File: config.mk
export PLATFORM = sky130hd
export DESIGN_NAME = upload_progress_tracker_flat
export DESIGN_NICKNAME = d
export VERILOG_FILES = /design/src/hw/rtl/upt_pkg.sv /design/src/hw/rtl/upt_if.sv /design/src/hw/rtl/upt_core.sv /design/src/hw/rtl/upload_progress_tracker.sv /design/src/flat_wrapper.sv
export SDC_FILE = /design/constraint.sdc
export NUM_CORES = 1
export LEC_CHECK = 0
export ABC_AREA = 1
export BUFFER_PORTS_ARGS = -buffer_cell sky130_fd_sc_hd__buf_2
export CORE_MARGIN = 5
export CORE_UTILIZATION = 50
export CTS_BUF_LIST = sky130_fd_sc_hd__clkbuf_4
export DETAILED_ROUTE_END_ITERATION = 8
export GPL_ROUTABILITY_DRIVEN = 0
export HOLD_SLACK_MARGIN = 0.15
export PLACE_DENSITY = 0.76
export SLEW_MARGIN = 20
export SYNTH_ARGS = -nofsm -noshare
export SYNTH_HDL_FRONTEND = slang
export SYNTH_SLANG_ARGS = --single-unit
File: constraint.sdc
create_clock -name clk -period 14.4 [get_ports clk]
set_clock_uncertainty 0.05 [all_clocks]
set_input_delay 2.88 -clock clk [delete_from_list [all_inputs] [get_ports clk]]
set_output_delay 2.88 -clock clk [all_outputs]
set_load 0.03 [all_outputs]
File: src/hw/rtl/upt_pkg.sv
// ----------------------------------------------------------------------------
// Upload progress tracker package
// Widths, request codes and the word types shared by the tracker modules.
// ----------------------------------------------------------------------------
package upt_pkg;

  // Width of the generation tag register.
  localparam int GEN_WIDTH   = 32;
  // Width of the total, queued and acknowledged byte counters.
  localparam int COUNT_WIDTH = 32;
  // Width of the ports and of the chunk size register.
  localparam int PORT_WIDTH  = 32;
  // Width used for compares that mix port and counter widths.
  localparam int CALC_WIDTH  = 64;

  // Reset value of the chunk size limit.
  localparam logic [PORT_WIDTH-1:0] MAX_CHUNK_RESET = PORT_WIDTH'(4096);

  // Request codes; codes five to seven act as a query.
  localparam logic [2:0] REQ_BEGIN      = 3'd0;
  localparam logic [2:0] REQ_INVALIDATE = 3'd1;
  localparam logic [2:0] REQ_RECORD     = 3'd2;
  localparam logic [2:0] REQ_ACK        = 3'd3;
  localparam logic [2:0] REQ_QUERY      = 3'd4;

  // One request word.
  typedef struct packed {
    logic [2:0]            req_type;
    logic [PORT_WIDTH-1:0] generation_tag;
    logic [PORT_WIDTH-1:0] total_bytes;
    logic [PORT_WIDTH-1:0] requested_bytes;
    logic [PORT_WIDTH-1:0] accepted_bytes;
    logic [PORT_WIDTH-1:0] ack_bytes;
  } req_item_t;

  // One response word.
  typedef struct packed {
    logic                  op_ok;
    logic [PORT_WIDTH-1:0] current_tag;
    logic                  tag_current;
    logic [PORT_WIDTH-1:0] chunk_size;
    logic                  transfer_done;
  } rsp_item_t;

endpackage

File: src/hw/rtl/upt_if.sv
// ----------------------------------------------------------------------------
// Upload progress tracker channels
// Valid/ready channels for requests, responses and the chunk size register.
// ----------------------------------------------------------------------------

// Request channel.
interface upt_req_if;
  logic        valid;
  logic        ready;
  logic [2:0]  req_type;
  logic [31:0] generation_tag;
  logic [31:0] total_bytes;
  logic [31:0] requested_bytes;
  logic [31:0] accepted_bytes;
  logic [31:0] ack_bytes;

  modport source (
    output valid, req_type, generation_tag, total_bytes, requested_bytes,
           accepted_bytes, ack_bytes,
    input  ready
  );
  modport sink (
    input  valid, req_type, generation_tag, total_bytes, requested_bytes,
           accepted_bytes, ack_bytes,
    output ready
  );
endinterface

// Response channel.
interface upt_rsp_if;
  logic        valid;
  logic        ready;
  logic        op_ok;
  logic [31:0] current_tag;
  logic        tag_current;
  logic [31:0] chunk_size;
  logic        transfer_done;

  modport source (
    output valid, op_ok, current_tag, tag_current, chunk_size, transfer_done,
    input  ready
  );
  modport sink (
    input  valid, op_ok, current_tag, tag_current, chunk_size, transfer_done,
    output ready
  );
endinterface

// Chunk size register write channel.
interface upt_cfg_if;
  logic        valid;
  logic        ready;
  logic [31:0] data;

  modport source (output valid, data, input ready);
  modport sink (input valid, data, output ready);
endinterface

File: src/hw/rtl/upt_core.sv
// ----------------------------------------------------------------------------
// Upload progress tracker core
// Holds the tag and byte counters and forms the response for one request.
// ----------------------------------------------------------------------------
module upt_core (
  input  logic               clk,
  input  logic               rst,
  input  logic               fire,
  input  upt_pkg::req_item_t item,
  input  logic [31:0]        max_chunk,
  output upt_pkg::rsp_item_t result
);
  import upt_pkg::*;

  localparam logic [CALC_WIDTH-1:0] CNT_MAX = CALC_WIDTH'({COUNT_WIDTH{1'b1}});

  logic [GEN_WIDTH-1:0]   gen_counter;
  logic [COUNT_WIDTH-1:0] total_count;
  logic [COUNT_WIDTH-1:0] queued_count;
  logic [COUNT_WIDTH-1:0] acked_count;
  logic                   upload_active;

  logic [GEN_WIDTH-1:0]   gen_counter_next;
  logic [COUNT_WIDTH-1:0] total_count_next;
  logic [COUNT_WIDTH-1:0] queued_count_next;
  logic [COUNT_WIDTH-1:0] acked_count_next;
  logic                   upload_active_next;

  logic [GEN_WIDTH-1:0]   gen_step;
  logic [CALC_WIDTH-1:0]  tag_wide;
  logic [CALC_WIDTH-1:0]  total_wide;
  logic [CALC_WIDTH-1:0]  unqueued_wide;
  logic [CALC_WIDTH-1:0]  unacked_wide;
  logic [CALC_WIDTH-1:0]  left_wide;
  logic                   cur_before;
  logic                   cur_after;
  logic                   op_ok;

  // Tag advance wraps from all ones to one, never to zero.
  assign gen_step = (gen_counter == {GEN_WIDTH{1'b1}}) ? GEN_WIDTH'(1)
                                                       : gen_counter + GEN_WIDTH'(1);

  assign tag_wide      = CALC_WIDTH'(item.generation_tag);
  assign total_wide    = CALC_WIDTH'(item.total_bytes);
  assign unqueued_wide = CALC_WIDTH'(total_count - queued_count);
  assign unacked_wide  = CALC_WIDTH'(queued_count - acked_count);
  assign cur_before    = upload_active && (tag_wide == CALC_WIDTH'(gen_counter));

  // Next state for the request type.
  always_comb begin
    gen_counter_next   = gen_counter;
    total_count_next   = total_count;
    queued_count_next  = queued_count;
    acked_count_next   = acked_count;
    upload_active_next = upload_active;
    op_ok              = 1'b0;
    case (item.req_type)
      REQ_BEGIN: begin
        gen_counter_next   = gen_step;
        total_count_next   = (total_wide > CNT_MAX) ? COUNT_WIDTH'(CNT_MAX)
                                                    : COUNT_WIDTH'(total_wide);
        queued_count_next  = '0;
        acked_count_next   = '0;
        upload_active_next = (item.total_bytes != '0);
        op_ok              = (item.total_bytes != '0);
      end
      REQ_INVALIDATE: begin
        gen_counter_next   = gen_step;
        total_count_next   = '0;
        queued_count_next  = '0;
        acked_count_next   = '0;
        upload_active_next = 1'b0;
      end
      REQ_RECORD: begin
        if (cur_before && (item.requested_bytes != '0) && (item.accepted_bytes != '0) &&
            (item.accepted_bytes <= item.requested_bytes) &&
            (CALC_WIDTH'(item.accepted_bytes) <= unqueued_wide)) begin
          queued_count_next = queued_count + COUNT_WIDTH'(CALC_WIDTH'(item.accepted_bytes));
          op_ok             = 1'b1;
        end
      end
      REQ_ACK: begin
        if (cur_before && (item.ack_bytes != '0) &&
            (CALC_WIDTH'(item.ack_bytes) <= unacked_wide)) begin
          acked_count_next = acked_count + COUNT_WIDTH'(CALC_WIDTH'(item.ack_bytes));
          op_ok            = 1'b1;
        end
      end
      default: begin
        // Query and unused codes report only.
      end
    endcase
  end

  // Response fields are taken from the state after the step.
  assign cur_after = upload_active_next &&
                     (tag_wide == CALC_WIDTH'(gen_counter_next));
  assign left_wide = CALC_WIDTH'(total_count_next - queued_count_next);

  always_comb begin
    result.op_ok       = op_ok;
    result.current_tag = PORT_WIDTH'(CALC_WIDTH'(gen_counter_next));
    result.tag_current = cur_after;
    result.chunk_size  = '0;
    if (cur_after && (max_chunk != '0)) begin
      result.chunk_size = (CALC_WIDTH'(max_chunk) < left_wide) ? max_chunk
                                                               : PORT_WIDTH'(left_wide);
    end
    result.transfer_done = cur_after && (total_count_next != '0) &&
                           (queued_count_next == total_count_next) &&
                           (acked_count_next == total_count_next);
  end

  // Tracker state registers.
  always_ff @(posedge clk) begin
    if (rst) begin
      gen_counter   <= '0;
      total_count   <= '0;
      queued_count  <= '0;
      acked_count   <= '0;
      upload_active <= 1'b0;
    end else if (fire) begin
      gen_counter   <= gen_counter_next;
      total_count   <= total_count_next;
      queued_count  <= queued_count_next;
      acked_count   <= acked_count_next;
      upload_active <= upload_active_next;
    end
  end

endmodule

File: src/hw/rtl/upload_progress_tracker.sv
// ----------------------------------------------------------------------------
// Upload progress tracker
// Tracks one byte upload under a generation tag, one response per request.
// ----------------------------------------------------------------------------
//   channel  role    contents
//   req      sink    request word: type, tag, byte counts
//   rsp      source  response word: ok, tag, currency, chunk size, done
//   cfg      sink    chunk size limit, always ready
//
// A request word is registered, processed against the tracker state and
// registered again, so it appears on rsp from the response register.
// One word per cycle is sustained while rsp is ready; the state update is a single pass.
// A stall on rsp holds the response register and backs up the input register.
// Synchronous reset clears the tag, counters and active flag and sets the
// chunk size limit to 4096.
// ----------------------------------------------------------------------------
module upload_progress_tracker (
  input logic       clk,
  input logic       rst,
  upt_req_if.sink   req,
  upt_rsp_if.source rsp,
  upt_cfg_if.sink   cfg
);
  import upt_pkg::*;

  logic        s1_valid;
  req_item_t   s1_item;
  logic        out_valid;
  rsp_item_t   out_item;
  logic [2:0]  out_kind;
  logic [31:0] max_chunk;
  logic        advance;
  rsp_item_t   core_result;

  // Move the registered request on when the response register is free.
  assign advance   = s1_valid && (!out_valid || rsp.ready);
  assign req.ready = !s1_valid || advance;
  assign cfg.ready = 1'b1;

  // Input register.
  always_ff @(posedge clk) begin
    if (rst) begin
      s1_valid <= 1'b0;
    end else if (req.ready) begin
      s1_valid <= req.valid;
    end
  end

  always_ff @(posedge clk) begin
    if (req.ready && req.valid) begin
      s1_item.req_type        <= req.req_type;
      s1_item.generation_tag  <= req.generation_tag;
      s1_item.total_bytes     <= req.total_bytes;
      s1_item.requested_bytes <= req.requested_bytes;
      s1_item.accepted_bytes  <= req.accepted_bytes;
      s1_item.ack_bytes       <= req.ack_bytes;
    end
  end

  // Chunk size limit register.
  always_ff @(posedge clk) begin
    if (rst) begin
      max_chunk <= MAX_CHUNK_RESET;
    end else if (cfg.valid && cfg.ready) begin
      max_chunk <= cfg.data;
    end
  end

  // Tracker state and response logic.
  upt_core u_core (
    .clk       (clk),
    .rst       (rst),
    .fire      (advance),
    .item      (s1_item),
    .max_chunk (max_chunk),
    .result    (core_result)
  );

  // Response register.
  always_ff @(posedge clk) begin
    if (rst) begin
      out_valid <= 1'b0;
    end else if (advance) begin
      out_valid <= 1'b1;
    end else if (rsp.ready) begin
      out_valid <= 1'b0;
    end
  end

  always_ff @(posedge clk) begin
    if (advance) begin
      out_item <= core_result;
      out_kind <= s1_item.req_type;
    end
  end

  assign rsp.valid         = out_valid;
  assign rsp.op_ok         = out_item.op_ok;
  assign rsp.current_tag   = out_item.current_tag;
  assign rsp.tag_current   = out_item.tag_current;
  assign rsp.chunk_size    = out_item.chunk_size;
  assign rsp.transfer_done = out_item.transfer_done;

  // A completed upload is only reported for the current tag.
  a_done_needs_current: assert property (@(posedge clk) disable iff (rst)
    out_valid && out_item.transfer_done |-> out_item.tag_current)
    else $error("transfer_done without tag_current");

  // A nonzero chunk is only offered for the current tag.
  a_chunk_needs_current: assert property (@(posedge clk) disable iff (rst)
    out_valid && (out_item.chunk_size != '0) |-> out_item.tag_current)
    else $error("chunk_size nonzero without tag_current");

  // Invalidate and query words never report success.
  a_ok_only_on_update: assert property (@(posedge clk) disable iff (rst)
    out_valid && out_item.op_ok |->
      (out_kind == REQ_BEGIN) || (out_kind == REQ_RECORD) || (out_kind == REQ_ACK))
    else $error("op_ok on a word that cannot succeed");

  // A held request word stays in the input register.
  a_input_held: assert property (@(posedge clk) disable iff (rst)
    s1_valid && !advance |=> s1_valid && $stable(s1_item))
    else $error("stalled request word lost");

endmodule
File: src/flat_wrapper.sv
// flat-port wrapper written by rule: the top's interface ports become plain ports
module upload_progress_tracker_flat import upt_pkg::*;
  (clk, rst, req_valid, req_req_type, req_generation_tag, req_total_bytes, req_requested_bytes, req_accepted_bytes, req_ack_bytes, req_ready, rsp_valid, rsp_op_ok, rsp_current_tag, rsp_tag_current, rsp_chunk_size, rsp_transfer_done, rsp_ready, cfg_valid, cfg_data, cfg_ready);
  upt_req_if req_i ();
  upt_rsp_if rsp_i ();
  upt_cfg_if cfg_i ();
  input logic clk;
  input logic rst;
  input wire logic [$bits(req_i.valid)-1:0] req_valid;
  input wire logic [$bits(req_i.req_type)-1:0] req_req_type;
  input wire logic [$bits(req_i.generation_tag)-1:0] req_generation_tag;
  input wire logic [$bits(req_i.total_bytes)-1:0] req_total_bytes;
  input wire logic [$bits(req_i.requested_bytes)-1:0] req_requested_bytes;
  input wire logic [$bits(req_i.accepted_bytes)-1:0] req_accepted_bytes;
  input wire logic [$bits(req_i.ack_bytes)-1:0] req_ack_bytes;
  output wire logic [$bits(req_i.ready)-1:0] req_ready;
  output wire logic [$bits(rsp_i.valid)-1:0] rsp_valid;
  output wire logic [$bits(rsp_i.op_ok)-1:0] rsp_op_ok;
  output wire logic [$bits(rsp_i.current_tag)-1:0] rsp_current_tag;
  output wire logic [$bits(rsp_i.tag_current)-1:0] rsp_tag_current;
  output wire logic [$bits(rsp_i.chunk_size)-1:0] rsp_chunk_size;
  output wire logic [$bits(rsp_i.transfer_done)-1:0] rsp_transfer_done;
  input wire logic [$bits(rsp_i.ready)-1:0] rsp_ready;
  input wire logic [$bits(cfg_i.valid)-1:0] cfg_valid;
  input wire logic [$bits(cfg_i.data)-1:0] cfg_data;
  output wire logic [$bits(cfg_i.ready)-1:0] cfg_ready;
  assign req_i.valid = req_valid;
  assign req_i.req_type = req_req_type;
  assign req_i.generation_tag = req_generation_tag;
  assign req_i.total_bytes = req_total_bytes;
  assign req_i.requested_bytes = req_requested_bytes;
  assign req_i.accepted_bytes = req_accepted_bytes;
  assign req_i.ack_bytes = req_ack_bytes;
  assign req_ready = req_i.ready;
  assign rsp_valid = rsp_i.valid;
  assign rsp_op_ok = rsp_i.op_ok;
  assign rsp_current_tag = rsp_i.current_tag;
  assign rsp_tag_current = rsp_i.tag_current;
  assign rsp_chunk_size = rsp_i.chunk_size;
  assign rsp_transfer_done = rsp_i.transfer_done;
  assign rsp_i.ready = rsp_ready;
  assign cfg_i.valid = cfg_valid;
  assign cfg_i.data = cfg_data;
  assign cfg_ready = cfg_i.ready;
  upload_progress_tracker u_core (.clk(clk), .rst(rst), .req(req_i), .rsp(rsp_i), .cfg(cfg_i));
endmodule
# --- Word level (Yosys, flattened, before mapping) ---
# Cells that the tools add are included.
op_classes:
  n_eq_ne: 8
  n_addsub: 6
  n_lt_le_gt_ge: 5
  reduce_logical: 27
  mux: 15
op_table:
  columns: ["operator", "count"]
  rows:
  - ["$mux 32", 6]
  - ["$pmux 32 s2", 3]
  - ["$reduce_bool 32->1", 6]
  - ["$eq 32x32->1", 4]
  - ["$le 32x64->1", 2]
  - ["$sub 32x32->33", 3]
  - ["$add 32x32->32", 2]
  - ["$lt 32x64->1", 1]
  - ["$add 32x1->32 const B", 1]
  - ["$eq 32x32->1 const B", 1]
  - ["$gt 32x32->1 const B", 1]
  - ["$le 32x32->1", 1]
  - ["$logic_and 1x1->1", 14]
  - ["$eq 3x2->1 const B", 2]
  - ["$mux 1", 4]
  - ["$eq 3x1->1 const B", 1]
  - ["$logic_not 3->1", 1]
  - ["$pmux 1 s3", 1]
  - ["$logic_not 1->1", 2]
  - ["$logic_or 1x1->1", 2]
  - ["$pmux 1 s2", 1]
  - ["$reduce_bool 2->1", 1]
  - ["$reduce_or 2->1", 1]
totals:
  elab_cells: 80
  output_inout_bits: 70
  in_bits: 200
  reg_bits: 393

# --- Logic depth before layout (Yosys ltp) ---
logic_depth:
  depth_word: 11
  mapped_depth: 57
  mapped_depth_nobuf: 55

# --- By module ---
# Synthesis repeated with hierarchy kept, for this count alone.
hier_totals:
  hier_cells: 4167
  hier_area_um2: 30580.6
modules_own_cells:
  columns: ["mod", "area_each_um2", "cells_each", "n_inst", "seq_area_each_um2"]
  rows:
  - ["upt_core", 22460.3, 3784, 1, 2582.5]
  - ["upload_progress_tracker", 8120.3, 383, 1, 7587.3]

# --- Worst setup path before layout ---
# OpenSTA, ideal clock, no wires.
synth_path:
  path_kind: "reg-to-reg"
  startpoint: "reg u_core.u_core.queued_count[1]"
  endpoint: "reg u_core.out_item (netlist bit u_core.rsp.chunk_size[22]) (data pin)"
  n_path_buf: 2
  arrival_ps: 8126
  setup_time_ps: 275
  slack_ps: 5949
  required_time_ps: 14075
  path_stages_with_launch: 53
  period_less_slack_ps: 8451
  path_cell_list: "dfxtp_1 inv_1 ha_1 nand2_1 o21ai_0 a21oi_1 o21ai_0 a21oi_1 o21ai_0 a21oi_1 o21ai_0 a21oi_1 xor2_1 ha_1 a21oi_1 o21a_1 o221ai_1 a21boi_0 [... 17 more ...] o21bai_1 a21boi_0 inv_1 a21oi_1 xor2_1 ha_1 nand2_1 nor2_1 a211oi_1 a21oi_1 or4_1 a21oi_1 nand2_1 nand2_1 clkbuf_1 nand2_1 nand2_2 a21oi_2"
synth_via:
  elab_chain_len: 8
  elab_cells_between_ends: 9
  cone_classes: "3 x add/sub; 2 x order compare; 3 x mux; 1 x reduce/logical"
synth_lines:
  columns: ["item", "line_no", "source"]
  rows:
  - ["start, declared", "upt_core.sv:19", "logic [COUNT_WIDTH-1:0] queued_count;"]
  - ["start signal, assigned", "upt_core.sv:125", "queued_count <= queued_count_next;"]
  - ["$sub 32x32->33 (*)", "upt_core.sv:45", "assign unqueued_wide = CALC_WIDTH'(total_count - queued_count);"]
  - ["$le 32x64->1 (*)", "upt_core.sv:77", "(CALC_WIDTH'(item.accepted_bytes) <= unqueued_wide)) begin"]
  - ["$logic_and 1x1->1 (*)", "upt_core.sv:76", "(item.accepted_bytes <= item.requested_bytes) &&"]
  - ["$mux 32 (*)", "upt_core.sv:75", "if (cur_before && (item.requested_bytes != '0) && (item.accepted_bytes != '0) &&"]
  - ["$pmux 32 s2 (*)", "upt_core.sv:57", "case (item.req_type)"]
  - ["named net u_core.u_core.queued_count_next[0]", "upt_core.sv:25", "logic [COUNT_WIDTH-1:0] queued_count_next;"]
  - ["$sub 32x32->33 (*)", "upt_core.sv:98", "assign left_wide = CALC_WIDTH'(total_count_next - queued_count_next);"]
  - ["$lt 32x64->1", "upt_core.sv:106", "result.chunk_size = (CALC_WIDTH'(max_chunk) < left_wide) ? max_chunk"]
  - ["$mux 32 (*)", "upt_core.sv:106", null]
  - ["end signal, assigned", "upload_progress_tracker.sv:92", "out_item <= core_result;"]
  - ["end, declared", "upload_progress_tracker.sv:29", "rsp_item_t out_item;"]
# Mark *: on every way through the listed nets, which the timed path passes. The rest lies on a longest branch.
# A chain may end at the register's enable or synchronous reset.

# --- Final worst setup path ---
layout_path:
  startpoint: "reg u_core.u_core.queued_count[1]"
  endpoint: "reg u_core.out_item (netlist bit u_core.rsp.chunk_size[13]) (data pin)"
# Same word-level chain as after synthesis.

==> reports/summary.txt <==
status = complete, no violations
Min Hold Slack = 0.454 ns
Tmin final = 10.94 ns
# resized after CTS = 0
Final Instance Area = 0.0342 sq mm
Cells after Synth = 4250
port bufs = 268
critical path arrival = 11.63 ns
Die Wd = 258 um
post-route ant nets = 0
Clock Path Buffers = 3
Residual DRC = 0
Cell Pwr Density = 109 mW/mm^2
Via Count = 30500
CTS tree = built
Synth area leader = edfxtp_1
Mapped Avg Cell Area = 7.23 sq um
Post-synth EDFFs = 230
switching share of power = 38.5%
placed cell areas = 0.0327 sq mm
Clock Sinks = 393
Post-CTS Hold Buffers = 0
placed insts = 5213
initial core utilization = 50.7%
post-synth cell types = 59
sw power = 0.00144 W
Post-Syn Area = 0.0307 sq mm
drt pass-1 iters = 7
pin slew with the least headroom to its limit = 1.12 ns
Slew HR = 25.1%
Fillers = 5780
crit end category = flop
worst skew pair latency = 0.91 ns
layout cell share with drive strength beyond 1 = 12.6%
top area cells in the synthesized netlist = edfxtp_1 (22%), nand2_1 (12%), ha_1 (12%)
Core Util, Final = 56.5%
root buffer cell = clkbuf_4
total track usage = 28.5%
hpwl dp = 77900 um
P_leak = 16.6 nW
ys flop type = edfxtp_1
Pint = 0.00229 W
setup TNS = 0 ns
max-slew violations = 0
part of the power in registers = 36.0%
Peak VDD IR = 68.8 uV
critical path type = flop to flop
global-route wire length before repair = 152000 um
Core Region = 0.0606 sq mm
area share of the largest cell type after synthesis = 22.5%
Max Fclk = 91.4 MHz
Yosys warnings = 0
CP Data Required Time = 15.09 ns
clock-pin transition on the worst setup and hold timing paths = 0.06 ns
CTS buffer count = 108
combinational cell fraction of total power = 34.7%
Layout area overhead = 11.3%
FF+latch count, synth = 393
Die ar. = 0.0665 sq mm
CP Launch Type = flop
Post-Layout Cell Count = 5421
vias per cell = 5.63
antenna violations before repair = 3
max-cap violations = 0
Post-CTS Repair Setup Buffers = 0
unrepaired setup endpoints after global routing = no
Max FO, Critical Path = 40
DIE HEIGHT = 258 um
vias in the first global route = 28300
ys async rst share = 0%
syn nets = 4741
Cell Rows = 90
GRT overflow = 0
routed len/inst = 18.3 um
HP Class = flop to flop
slowest cell on the critical path = a21boi_0
Initial DRC Count = 3445
total wire length = 99300 um
htree depth = 3
final hold vios = 0
Final period util = 76.0%
largest net degree at the start of global routing = 109
Net count, final = 5032
endpoints failing setup = 0
power share of the clock group = 29.3%
CP peak stage delay = 0.58 ns
post-synthesis sequential area ratio = 33.1%
IO Count = 270
==> synthesized netlist by cell type, drive strengths merged, types with 7 or more instances <==
library cell,instances
nand4,93
o21bai,21
o22ai,34
nand2,1022
a31oi,8
nand3b,14
ha,286
o21a,16
buf,38
clkbuf,66
a21boi,23
xor2,80
o211ai,15
inv,652
edfxtp,230
xnor2,78
nor2,298
nand3,248
nor3,41
a21oi,460
and2,7
nor4,42
a21o,7
dfxtp,163
o221ai,11
o21ai,262
==> worst paths after layout <==
path                                  from                   endpoint  slack [ns]  depth (start not counted)
max          u_core.u_core.queued_count[1]  u_core.rsp.chunk_size[13]        3.46                         49
min                    u_core.max_chunk[1]        u_core.max_chunk[1]        0.45                          2
max reg2reg  u_core.u_core.queued_count[1]  u_core.rsp.chunk_size[13]        3.46                         49
min reg2reg            u_core.max_chunk[1]        u_core.max_chunk[1]        0.45                          2
==> stage by stage <==
| step | power [W] | worst slack [ns] |
|---|---|---|
| final | 0.00372 | 3.46 |
| after CTS | 0.00371 | 3.84 |
| after global placement | 0.00259 | 4.11 |
| after floorplan | 0.00225 | 5.95 |
| after detailed placement | 0.00261 | 3.89 |
| after global routing | 0.00396 | 2.57 |
==> cell families (layout without fill, tap and decap cells) <==
group | Yosys count | count (layout) | synth area share [%]
compound gates | 873 | 873 | 15.8
xor+xnor | 158 | 158 | 4.53
fa+ha+maj | 291 | 291 | 12.0
buf+inv | 759 | 1141 | 9.59
flops | 393 | 393 | 33.1
other cells | 1 | 8 | 0.0122
simple gates | 1775 | 1775 | 25.0
==> sequential cells by signal, summed over array words and instances, names as in the netlist <==
name / count
u_core.s1_item: 163
u_core.max_chunk: 32
u_core.rsp.chunk_size: 32
u_core.rsp.current_tag: 32
u_core.u_core.acked_count: 32
u_core.u_core.gen_counter: 32
u_core.u_core.queued_count: 32
u_core.u_core.total_count: 32
u_core.rsp.op_ok: 1
u_core.rsp.tag_current: 1
u_core.rsp.transfer_done: 1
u_core.rsp.valid: 1
u_core.s1_valid: 1
u_core.u_core.upload_active: 1
==> layer usage <==
layer | vias to the layer above | global-route usage, % | routed length, um
li1 | 14900 | - | -
met1 | 13800 | 36.6 | 40100
met2 | 1530 | 44.9 | 43300
met3 | 323 | 7.69 | 10300
met4 | 0 | 13.2 | 5620
met5 | - | 0 | 0
==> final cells by class <==
cell class              instances  area, sq um  share of cell area (%)
clock inverters                34          224                   0.655
repair buffers                285         1470                    4.29
well taps                     782          978                    2.86
inverters                     655         2470                    7.22
multi-input cells            3098        17600                    51.5
clock buffers                 167         1250                    3.66
flip-flops and latches        393        10200                    29.7
diodes                          7         17.5                  0.0512
==> worst max-delay path: cells and delay by family, from the launching register on <==
family | cells | cell delay [ns]
AOI/OAI and AO/OA | 19 | 4.73
and+or+nand+nor | 16 | 2.21
adders and majority gates | 5 | 1.44
buffers and inverters | 7 | 1.41
DFF | 1 | 0.53
xor gates and xnor gates | 2 | 0.39
==> cell usage in the layout, fill, tap and decap left out, types with 10 or more instances in the layout <==
cell type  Yosys  final
nand2_1      982    981
inv_1        643    640
a21oi_1      429    429
ha_1         286    286
nor2_1       282    280
buf_2         19    268
o21ai_0      251    251
nand3_1      243    243
edfxtp_1     230    230
clkbuf_4       0    167
dfxtp_1      163    163
nand4_1       93     93
xor2_1        79     79
xnor2_1       78     78
nor4_1        42     42
nand2_2       38     38
nor3_1        39     38
o22ai_1       34     34
a21oi_2       31     31
clkinv_1       3     25
a21boi_0      23     23
o21bai_1      21     21
buf_4          2     17
o211ai_1      15     15
o21a_1        15     15
nand3b_1      14     14
inv_2          9     11
o221ai_1      11     11
nor2_2         8     10
o21ai_1       10     10
==> power by group through the flow <==
stage                     registers, W  logic [W]  clock network [W]
final                          0.00134    0.00129            0.00109
after global routing           0.00135    0.00144            0.00118
after detailed placement       0.00136    0.00125                  0
after CTS                      0.00134    0.00126            0.00112
after floorplan                0.00134   0.000908                  0
after global placement         0.00136    0.00122                  0
No activity file was read; power rests on OpenSTA's default activity.
